$ cat src/hdl/ostt_pkg.sv
`timescale 1ns / 1ps
// ostt_pkg: types, codes and defaults shared by the one-shot timer table
// depends on nothing; used by every module of the block

package ostt_pkg;

    localparam int NUM_SLOTS_DEF   = 16;
    localparam int HANDLE_BITS_DEF = 16;

    localparam int HANDLE_W = 16;
    localparam int WORD_W   = 32;
    localparam int SLOT_W   = 4;
    localparam int CFG_W    = 5;

    localparam logic [CFG_W-1:0] CFG_RESET = 5'd16;

    typedef enum logic [1:0] {
        CMD_TICK,
        CMD_ADD,
        CMD_REMOVE,
        CMD_QUERY
    } cmd_t;

    typedef enum logic [1:0] {
        KIND_ADD,
        KIND_REMOVE,
        KIND_QUERY,
        KIND_FIRED
    } kind_t;

    typedef enum logic [1:0] {
        S_IDLE,
        S_READ,
        S_EVAL
    } state_t;

    typedef struct packed {
        cmd_t                cmd;
        logic [HANDLE_W-1:0] handle;
        logic [WORD_W-1:0]   object;
        logic [WORD_W-1:0]   delay;
    } command_t;

    typedef struct packed {
        kind_t               kind;
        logic [SLOT_W-1:0]   slot;
        logic                ok;
        logic [HANDLE_W-1:0] fired_handle;
        logic [WORD_W-1:0]   fired_object;
        logic                last;
    } result_t;

    // write requests into the slot store
    typedef struct packed {
        logic wr_all;
        logic wr_delay;
        logic clr_valid;
    } store_op_t;

    // status from the shared compare / decrement unit
    typedef struct packed {
        logic occupied;
        logic match;
        logic expired;
    } unit_flags_t;

    function automatic kind_t reply_kind(input cmd_t cmd);
        kind_t k;
        case (cmd)
            CMD_ADD:    k = KIND_ADD;
            CMD_REMOVE: k = KIND_REMOVE;
            CMD_QUERY:  k = KIND_QUERY;
            default:    k = KIND_QUERY;
        endcase
        return k;
    endfunction

    function automatic result_t make_reply(input kind_t kind, input logic ok,
                                           input logic [SLOT_W-1:0] slot);
        result_t r;
        r.kind         = kind;
        r.slot         = slot;
        r.ok           = ok;
        r.fired_handle = '0;
        r.fired_object = '0;
        r.last         = 1'b1;
        return r;
    endfunction

    function automatic result_t make_fire(input logic [SLOT_W-1:0] slot,
                                          input logic [HANDLE_W-1:0] handle,
                                          input logic [WORD_W-1:0] object,
                                          input logic last);
        result_t r;
        r.kind         = KIND_FIRED;
        r.slot         = slot;
        r.ok           = 1'b1;
        r.fired_handle = handle;
        r.fired_object = object;
        r.last         = last;
        return r;
    endfunction

endpackage

$ cat src/hdl/one_shot_timer_table.sv
`timescale 1ns / 1ps
// one_shot_timer_table: top level, command sequencer over the slot store
// depends on ostt_pkg, ostt_store, ostt_unit
//
//  channel   signals                 handshake
//  -------   ---------------------   ------------------------------------
//  command   start, busy, command    taken when start is high, busy low
//  result    result_valid, result    shown for one cycle, always taken
//  config    cfg_we, cfg_data        written when cfg_we is high
//
// the sequencer walks the slots through one store read port and one shared
// compare / decrement unit, each slot read, then evaluated; tick walks the slots
// up to the table size, stopping early once none is occupied; add, remove and
// query stop at the first matching slot, else reply with a failure; a rejected
// add or a remove of handle zero answers the next cycle without raising busy
// reset clears the occupancy bits at once, so no clearing pass is needed
// results cannot be held off; the final word shows in the first cycle with busy low

module one_shot_timer_table #(
    parameter int NUM_SLOTS   = ostt_pkg::NUM_SLOTS_DEF,
    parameter int HANDLE_BITS = ostt_pkg::HANDLE_BITS_DEF
) (
    input  logic                           clk,
    input  logic                           rst_n,
    input  logic                           start,
    output logic                           busy,
    input  ostt_pkg::command_t             command,
    output logic                           result_valid,
    output ostt_pkg::result_t              result,
    input  logic                           cfg_we,
    input  logic [ostt_pkg::CFG_W-1:0]     cfg_data
);

    localparam int AW = (NUM_SLOTS > 1) ? $clog2(NUM_SLOTS) : 1;
    localparam int IW = $clog2(NUM_SLOTS + 1);

    ostt_pkg::state_t              state_reg, state_next;
    ostt_pkg::cmd_t                cmd_reg, cmd_next;
    logic [HANDLE_BITS-1:0]        key_reg, key_next;
    logic [ostt_pkg::WORD_W-1:0]   obj_reg, obj_next;
    logic [ostt_pkg::WORD_W-1:0]   dly_reg, dly_next;
    logic [IW-1:0]                 idx_reg, idx_next;
    logic [IW-1:0]                 count_reg, count_next;
    logic [ostt_pkg::CFG_W-1:0]    cfg_reg;
    logic                          pend_valid_reg, pend_valid_next;
    logic [ostt_pkg::SLOT_W-1:0]   pend_slot_reg, pend_slot_next;
    logic [ostt_pkg::HANDLE_W-1:0] pend_handle_reg, pend_handle_next;
    logic [ostt_pkg::WORD_W-1:0]   pend_object_reg, pend_object_next;
    logic                          result_valid_reg, result_valid_next;
    ostt_pkg::result_t             result_reg, result_next;

    logic [IW-1:0]                 lim;
    logic [HANDLE_BITS-1:0]        key_in;
    logic [HANDLE_BITS-1:0]        search_key;
    logic                          reject_now;
    logic                          walk_end;
    logic [ostt_pkg::SLOT_W-1:0]   cur_slot;

    ostt_pkg::store_op_t           op;
    logic [ostt_pkg::WORD_W-1:0]   wr_delay;
    logic                          rd_valid;
    logic [HANDLE_BITS-1:0]        rd_handle;
    logic [ostt_pkg::WORD_W-1:0]   rd_delay;
    logic [ostt_pkg::WORD_W-1:0]   rd_object;
    ostt_pkg::unit_flags_t         flags;
    logic [ostt_pkg::WORD_W-1:0]   delay_dec;

    // register above the table size acts as the table size
    assign lim = (32'(cfg_reg) > 32'(NUM_SLOTS)) ? IW'(NUM_SLOTS) : IW'(cfg_reg);

    assign key_in   = HANDLE_BITS'(command.handle);
    assign cur_slot = ostt_pkg::SLOT_W'(idx_reg);

    // add looks for the first free slot, which reads as handle zero
    assign search_key = (cmd_reg == ostt_pkg::CMD_ADD) ? '0 : key_reg;

    assign reject_now =
        ((command.cmd == ostt_pkg::CMD_ADD) &&
         !((count_reg < lim) && (command.delay != '0) && (key_in != '0))) ||
        ((command.cmd == ostt_pkg::CMD_REMOVE) && (key_in == '0));

    // tick stops early once no slot is occupied
    assign walk_end = (idx_reg == lim) ||
                      ((cmd_reg == ostt_pkg::CMD_TICK) && (count_reg == '0));

    assign wr_delay = op.wr_all ? dly_reg : delay_dec;

    ostt_store #(
        .NUM_SLOTS   (NUM_SLOTS),
        .HANDLE_BITS (HANDLE_BITS)
    ) u_store (
        .clk       (clk),
        .rst_n     (rst_n),
        .addr      (idx_reg[AW-1:0]),
        .op        (op),
        .wr_handle (key_reg),
        .wr_delay  (wr_delay),
        .wr_object (obj_reg),
        .rd_valid  (rd_valid),
        .rd_handle (rd_handle),
        .rd_delay  (rd_delay),
        .rd_object (rd_object)
    );

    ostt_unit #(
        .HANDLE_BITS (HANDLE_BITS)
    ) u_unit (
        .rd_valid  (rd_valid),
        .rd_handle (rd_handle),
        .key       (search_key),
        .rd_delay  (rd_delay),
        .flags     (flags),
        .delay_dec (delay_dec)
    );

    always_comb
    begin
        state_next = state_reg;
        case (state_reg)
            ostt_pkg::S_IDLE:
            begin
                if (start && !reject_now)
                begin
                    state_next = ostt_pkg::S_READ;
                end
            end
            ostt_pkg::S_READ:
            begin
                state_next = walk_end ? ostt_pkg::S_IDLE : ostt_pkg::S_EVAL;
            end
            ostt_pkg::S_EVAL:
            begin
                if ((cmd_reg != ostt_pkg::CMD_TICK) && flags.match)
                begin
                    state_next = ostt_pkg::S_IDLE;
                end
                else
                begin
                    state_next = ostt_pkg::S_READ;
                end
            end
            default:
            begin
                state_next = ostt_pkg::S_IDLE;
            end
        endcase
    end

    always_comb
    begin
        cmd_next          = cmd_reg;
        key_next          = key_reg;
        obj_next          = obj_reg;
        dly_next          = dly_reg;
        idx_next          = idx_reg;
        count_next        = count_reg;
        pend_valid_next   = pend_valid_reg;
        pend_slot_next    = pend_slot_reg;
        pend_handle_next  = pend_handle_reg;
        pend_object_next  = pend_object_reg;
        result_valid_next = 1'b0;
        result_next       = result_reg;
        op                = '0;

        case (state_reg)
            ostt_pkg::S_IDLE:
            begin
                if (start)
                begin
                    cmd_next        = command.cmd;
                    key_next        = key_in;
                    obj_next        = command.object;
                    dly_next        = command.delay;
                    idx_next        = '0;
                    pend_valid_next = 1'b0;
                    if (reject_now)
                    begin
                        result_valid_next = 1'b1;
                        result_next = ostt_pkg::make_reply(
                            ostt_pkg::reply_kind(command.cmd), 1'b0, '0);
                    end
                end
            end
            ostt_pkg::S_READ:
            begin
                if (walk_end)
                begin
                    if (cmd_reg == ostt_pkg::CMD_TICK)
                    begin
                        // the held fired word is the last of this tick
                        if (pend_valid_reg)
                        begin
                            result_valid_next = 1'b1;
                            result_next = ostt_pkg::make_fire(pend_slot_reg,
                                pend_handle_reg, pend_object_reg, 1'b1);
                        end
                        pend_valid_next = 1'b0;
                    end
                    else
                    begin
                        result_valid_next = 1'b1;
                        result_next = ostt_pkg::make_reply(
                            ostt_pkg::reply_kind(cmd_reg), 1'b0, '0);
                    end
                end
            end
            ostt_pkg::S_EVAL:
            begin
                if (cmd_reg == ostt_pkg::CMD_TICK)
                begin
                    idx_next = IW'(idx_reg + IW'(1));
                    if (flags.occupied)
                    begin
                        if (flags.expired)
                        begin
                            op.clr_valid = 1'b1;
                            count_next   = count_reg - IW'(1);
                            if (pend_valid_reg)
                            begin
                                result_valid_next = 1'b1;
                                result_next = ostt_pkg::make_fire(pend_slot_reg,
                                    pend_handle_reg, pend_object_reg, 1'b0);
                            end
                            pend_valid_next  = 1'b1;
                            pend_slot_next   = cur_slot;
                            pend_handle_next = ostt_pkg::HANDLE_W'(rd_handle);
                            pend_object_next = rd_object;
                        end
                        else
                        begin
                            op.wr_delay = 1'b1;
                        end
                    end
                end
                else if (flags.match)
                begin
                    result_valid_next = 1'b1;
                    result_next = ostt_pkg::make_reply(
                        ostt_pkg::reply_kind(cmd_reg), 1'b1, cur_slot);
                    case (cmd_reg)
                        ostt_pkg::CMD_ADD:
                        begin
                            op.wr_all  = 1'b1;
                            count_next = IW'(count_reg + IW'(1));
                        end
                        ostt_pkg::CMD_REMOVE:
                        begin
                            op.clr_valid = 1'b1;
                            if (count_reg != '0)
                            begin
                                count_next = count_reg - IW'(1);
                            end
                        end
                        default:
                        begin
                            op = '0;
                        end
                    endcase
                end
                else
                begin
                    idx_next = IW'(idx_reg + IW'(1));
                end
            end
            default:
            begin
                op = '0;
            end
        endcase
    end

    always_ff @(posedge clk or negedge rst_n)
    begin
        if (!rst_n)
        begin
            state_reg        <= ostt_pkg::S_IDLE;
            count_reg        <= '0;
            cfg_reg          <= ostt_pkg::CFG_RESET;
            pend_valid_reg   <= 1'b0;
            result_valid_reg <= 1'b0;
            idx_reg          <= '0;
        end
        else
        begin
            state_reg        <= state_next;
            count_reg        <= count_next;
            pend_valid_reg   <= pend_valid_next;
            result_valid_reg <= result_valid_next;
            idx_reg          <= idx_next;
            if (cfg_we)
            begin
                cfg_reg <= cfg_data;
            end
        end
    end

    always_ff @(posedge clk)
    begin
        cmd_reg         <= cmd_next;
        key_reg         <= key_next;
        obj_reg         <= obj_next;
        dly_reg         <= dly_next;
        pend_slot_reg   <= pend_slot_next;
        pend_handle_reg <= pend_handle_next;
        pend_object_reg <= pend_object_next;
        result_reg      <= result_next;
    end

    assign busy         = (state_reg != ostt_pkg::S_IDLE);
    assign result_valid = result_valid_reg;
    assign result       = result_reg;

endmodule

$ cat src/hdl/ostt_store.sv
`timescale 1ns / 1ps
// ostt_store: slot memories for handle, delay and object, plus occupancy bits
// depends on ostt_pkg

module ostt_store #(
    parameter int NUM_SLOTS   = ostt_pkg::NUM_SLOTS_DEF,
    parameter int HANDLE_BITS = ostt_pkg::HANDLE_BITS_DEF
) (
    input  logic                                     clk,
    input  logic                                     rst_n,
    input  logic [((NUM_SLOTS > 1) ? $clog2(NUM_SLOTS) : 1)-1:0] addr,
    input  ostt_pkg::store_op_t                      op,
    input  logic [HANDLE_BITS-1:0]                   wr_handle,
    input  logic [ostt_pkg::WORD_W-1:0]              wr_delay,
    input  logic [ostt_pkg::WORD_W-1:0]              wr_object,
    output logic                                     rd_valid,
    output logic [HANDLE_BITS-1:0]                   rd_handle,
    output logic [ostt_pkg::WORD_W-1:0]              rd_delay,
    output logic [ostt_pkg::WORD_W-1:0]              rd_object
);

    logic [HANDLE_BITS-1:0]      handle_mem [NUM_SLOTS];
    logic [ostt_pkg::WORD_W-1:0] delay_mem  [NUM_SLOTS];
    logic [ostt_pkg::WORD_W-1:0] object_mem [NUM_SLOTS];

    logic [NUM_SLOTS-1:0]        valid_reg;
    logic                        rd_valid_reg;
    logic [HANDLE_BITS-1:0]      rd_handle_reg;
    logic [ostt_pkg::WORD_W-1:0] rd_delay_reg;
    logic [ostt_pkg::WORD_W-1:0] rd_object_reg;

    // occupancy: cleared at reset, so memory contents need no clearing
    always_ff @(posedge clk or negedge rst_n)
    begin
        if (!rst_n)
        begin
            valid_reg    <= '0;
            rd_valid_reg <= 1'b0;
        end
        else
        begin
            if (op.wr_all)
            begin
                valid_reg[addr] <= 1'b1;
            end
            else if (op.clr_valid)
            begin
                valid_reg[addr] <= 1'b0;
            end
            rd_valid_reg <= valid_reg[addr];
        end
    end

    always_ff @(posedge clk)
    begin
        if (op.wr_all)
        begin
            handle_mem[addr] <= wr_handle;
            object_mem[addr] <= wr_object;
        end
        if (op.wr_all || op.wr_delay)
        begin
            delay_mem[addr] <= wr_delay;
        end
        rd_handle_reg <= handle_mem[addr];
        rd_delay_reg  <= delay_mem[addr];
        rd_object_reg <= object_mem[addr];
    end

    assign rd_valid  = rd_valid_reg;
    assign rd_handle = rd_handle_reg;
    assign rd_delay  = rd_delay_reg;
    assign rd_object = rd_object_reg;

endmodule

$ cat src/hdl/ostt_unit.sv
`timescale 1ns / 1ps
// ostt_unit: shared compare and decrement unit applied to one slot per step
// depends on ostt_pkg

module ostt_unit #(
    parameter int HANDLE_BITS = ostt_pkg::HANDLE_BITS_DEF
) (
    input  logic                        rd_valid,
    input  logic [HANDLE_BITS-1:0]      rd_handle,
    input  logic [HANDLE_BITS-1:0]      key,
    input  logic [ostt_pkg::WORD_W-1:0] rd_delay,
    output ostt_pkg::unit_flags_t       flags,
    output logic [ostt_pkg::WORD_W-1:0] delay_dec
);

    logic [HANDLE_BITS-1:0] eff_handle;

    // a free slot reads as handle zero
    assign eff_handle     = rd_valid ? rd_handle : '0;
    assign flags.occupied = rd_valid;
    assign flags.match    = (eff_handle == key);
    assign flags.expired  = (rd_delay == '0);
    assign delay_dec      = rd_delay - ostt_pkg::WORD_W'(1);

endmodule
$ cat config.mk
export PLATFORM = sky130hd
export DESIGN_NAME = one_shot_timer_table
export DESIGN_NICKNAME = d
export VERILOG_FILES = /design/src/hdl/ostt_pkg.sv /design/src/hdl/one_shot_timer_table.sv /design/src/hdl/ostt_store.sv /design/src/hdl/ostt_unit.sv
export SDC_FILE = /design/constraint.sdc
export NUM_CORES = 2
export LEC_CHECK = 0
export ABC_AREA = 1
export BUFFER_PORTS_ARGS = -buffer_cell sky130_fd_sc_hd__buf_2
export CORE_ASPECT_RATIO = 0.5
export CORE_UTILIZATION = 35
export CTS_CLUSTER_SIZE = 16
export DETAILED_ROUTE_END_ITERATION = 6
export GPL_TIMING_DRIVEN = 0
export HOLD_SLACK_MARGIN = 0.08
export SKIP_CTS_REPAIR_TIMING = 1
export SYNTH_ARGS = -nofsm -noshare
export SYNTH_HDL_FRONTEND = slang
export SYNTH_SLANG_ARGS = --single-unit
$ cat constraint.sdc
create_clock -name clk -period 5.8 [get_ports clk]
set_input_delay 1.16 -clock clk [delete_from_list [all_inputs] [get_ports clk]]
set_output_delay 1.16 -clock clk [all_outputs]
set_load 0.02 [all_outputs]
==> qor.yml <==
status: "finished with violations"
violations: "DRC, capacitance limit, slew limit"
gp_congestion: 0.890
firstDrtPassIters: 7
whs_path_depth: 0
netlist.top_cell.by_area: "edfxtp_1"
slew_headroom_pct: -2.54
setup_viol: 0
yosys-top-cells-count: "edfxtp_1 (1,470), nor2_1 (831), o21ai_0 (670)"
rsz0062_at_grt: "false"
cts_made_buffers: 149
ys_types: 42
top_regs: "u_store.delay_mem (512), u_store.object_mem (512), u_store.handle_mem (256)"
synth_top_cell_area_share_pct: 72.2
cts_root_buf: "clkbuf_16"
r2r_cells: 11
fmax_ghz: 0.201
dieArea_sq_um: 177000
ios: 149
via_per_inst: 5.42
start_util_pct: 35.3
syn_area_sq_um: 61200
finClkSkew_ns: 0.0222
p_per_area_nw_per_um2: 406
layout.nets: 5217
drive_above_1_share_pct: 9.90
postSynth.asyncResetShare_pct: 2.27
ys_warn_count: 0
n_fill_cell: 16000
cts_tree: "done"
hp-class: "reg2reg"
grt_pass1_wl_um: 266000
totalWireLength_um: 183000
dp.cells: 7260
grt-ovfl-total: 0
grt_pass1_vias: 40000
vias: 40800
grt_use_total_pct: 20.4
drcViolationCount: 2
final.setup.tns_ns: 0
clockBufferDepth: 3
worstPathRequired_ns: 6.26
avgSynthCellArea_sq_um: 12.9
final-hold-violation-count: 0
synthFlopType: "edfxtp_1"
ys_seq_area_share_pct: 76.3
placementRows: 108
netlist_instances: 4749
crit_arrival_ns: 5.42
final.period_utilization_pct: 85.6
insertion_delay_ns: 0.78
htreeDepth: 4
crit_path_start_kind: "register"
endpoint_kind: "register"
n_antenna_cell: 0
maxCapViolCount: 1
die_width_um: 593
peakVddDrop_mv: 0.235
clk_pin_slew_ns: 0.07
instances_no_fill: 7533
crit_type: "reg2reg"
port_buffers: 147
synth-edff-count: 1470
worstMarginPinSlew_ns: 1.54
coreArea_sq_um: 174000
synth_nets: 4864
chipHeight_um: 298
drt-initial-drc-count: 5268
synthTopCellsByArea: "edfxtp_1 (72%), o21ai_0 (5.5%), nor2_1 (5.1%), nand2_1 (4.1%), o22ai_1 (3.3%)"
synth-seq-cells: 1586
fin_crit_ns: 4.96
wl_per_cell_um: 24.3
antenna_found_initial: 6
area_delta_synth_final_pct: 16.0
ant_nets: 0
yosysMostFrequentCell: "edfxtp_1"
grt_start_max_net_pins: 57
crit_fanout: 26
p_leak_nw: 23.5
slew_violations: 11
cts.sinks: 1586
hpwlAfterDp_um: 124000
cell families (layout without fill, tap and decap cells):
group                    after synthesis  in the layout  share of synthesized area [%]
XOR/XNOR                              35             35                          0.501
AND/OR/NAND/NOR                     1668           1668                           10.9
AO/OA/AOI/OAI                       1043           1043                           9.25
flip-flops                          1586           1586                           76.3
buffers and inverters                390            864                           2.54
adder cells (fa/ha/maj)               24             24                          0.491
multiplexers                           3              3                         0.0552
per-stage QoR:
step / setup slack, ns / utilization (%) / cell area, sq um / hold WS, ns / total power, mW
final: 0.835 / 40.9 / 70900 / 0.396 / 28.8
after global routing: 0.821 / 40.9 / 70900 / 0.405 / 29.8
after CTS: 0.906 / 40.9 / 70900 / 0.391 / 28.8
after detailed placement: 0.938 / 38.2 / 66200 / 0.389 / 19.3
after global placement: -3.49 / 37.3 / 64800 / 0.389 / 19.2
after floorplan: 1.18 / - / 61200 / 0.386 / 17.1
critical path, stage by stage (launching register included):
cell,delay (ns)
dfrtp_1,0.51
buf_2,0.31
inv_1,0.12
buf_2,0.41
clkbuf_1,1.05
buf_2,0.45
ha_1,0.19
inv_1,0.10
nor2_1,0.21
inv_1,0.14
nor2_4,0.75
buf_12,0.29
cell type report:
class | instances | area (sq um) | share of cell area [%]
tap | 2310 | 2890 | 4.07
inverter | 109 | 412 | 0.580
timing repair buffer | 202 | 1900 | 2.68
multi-input combinational | 2773 | 13200 | 18.6
clock inverter | 58 | 464 | 0.654
clock buffer | 214 | 4250 | 5.99
buffer | 281 | 1150 | 1.62
sequential | 1586 | 46600 | 65.8
where the power goes:
part           switching (mW)  internal [mW]  leakage (nW)
sequential              0.579           14.0          14.4
combinational            3.55           1.11          6.79
clock                    4.26           5.33          2.30
total                    8.39           20.4          23.5
per-layer routing:
metal | routed length [um] | track usage (%)
met3 | 14900 | 3.24
met2 | 84900 | 32.5
met5 | 0 | 0
met4 | 7490 | 8.27
met1 | 75900 | 28.0
cells in the final DEF, fill, tap and decap left out, types with 16 or more instances in the layout:
cell,netlist,routed
nand3_1,50,50
nor2_4,9,17
inv_1,96,93
o21ai_1,17,17
clkinv_2,0,16
clkinv_1,2,24
o21ai_0,670,670
edfxtp_1,1470,1470
o22ai_1,324,324
xor2_1,16,16
nor2_1,831,821
clkbuf_8,0,17
buf_12,0,43
nand2_1,666,666
ha_1,24,24
clkbuf_1,228,264
clkbuf_16,0,154
dfrtp_1,35,35
xnor2_1,19,19
dfxtp_1,80,80
buf_2,31,178
nand4_1,93,93
path summary, 6_finish.rpt:
| check | from | slack, ns | end |
|---|---|---|---|
| setup / recovery | idx_reg[0] | 0.84 | u_store.object_mem[6][26] |
| hold / removal | u_store.rd_object[14] | 0.40 | pend_object_reg[14] |
| setup reg to reg | idx_reg[0] | 0.84 | u_store.object_mem[6][26] |
| hold reg to reg | u_store.rd_object[14] | 0.40 | pend_object_reg[14] |
| max in group asynchronous | rst_n | 4.70 | asynchronous set/reset pin |
| min in group asynchronous | rst_n | 0.51 | result_valid |
(Power assumes the default switching activity.)
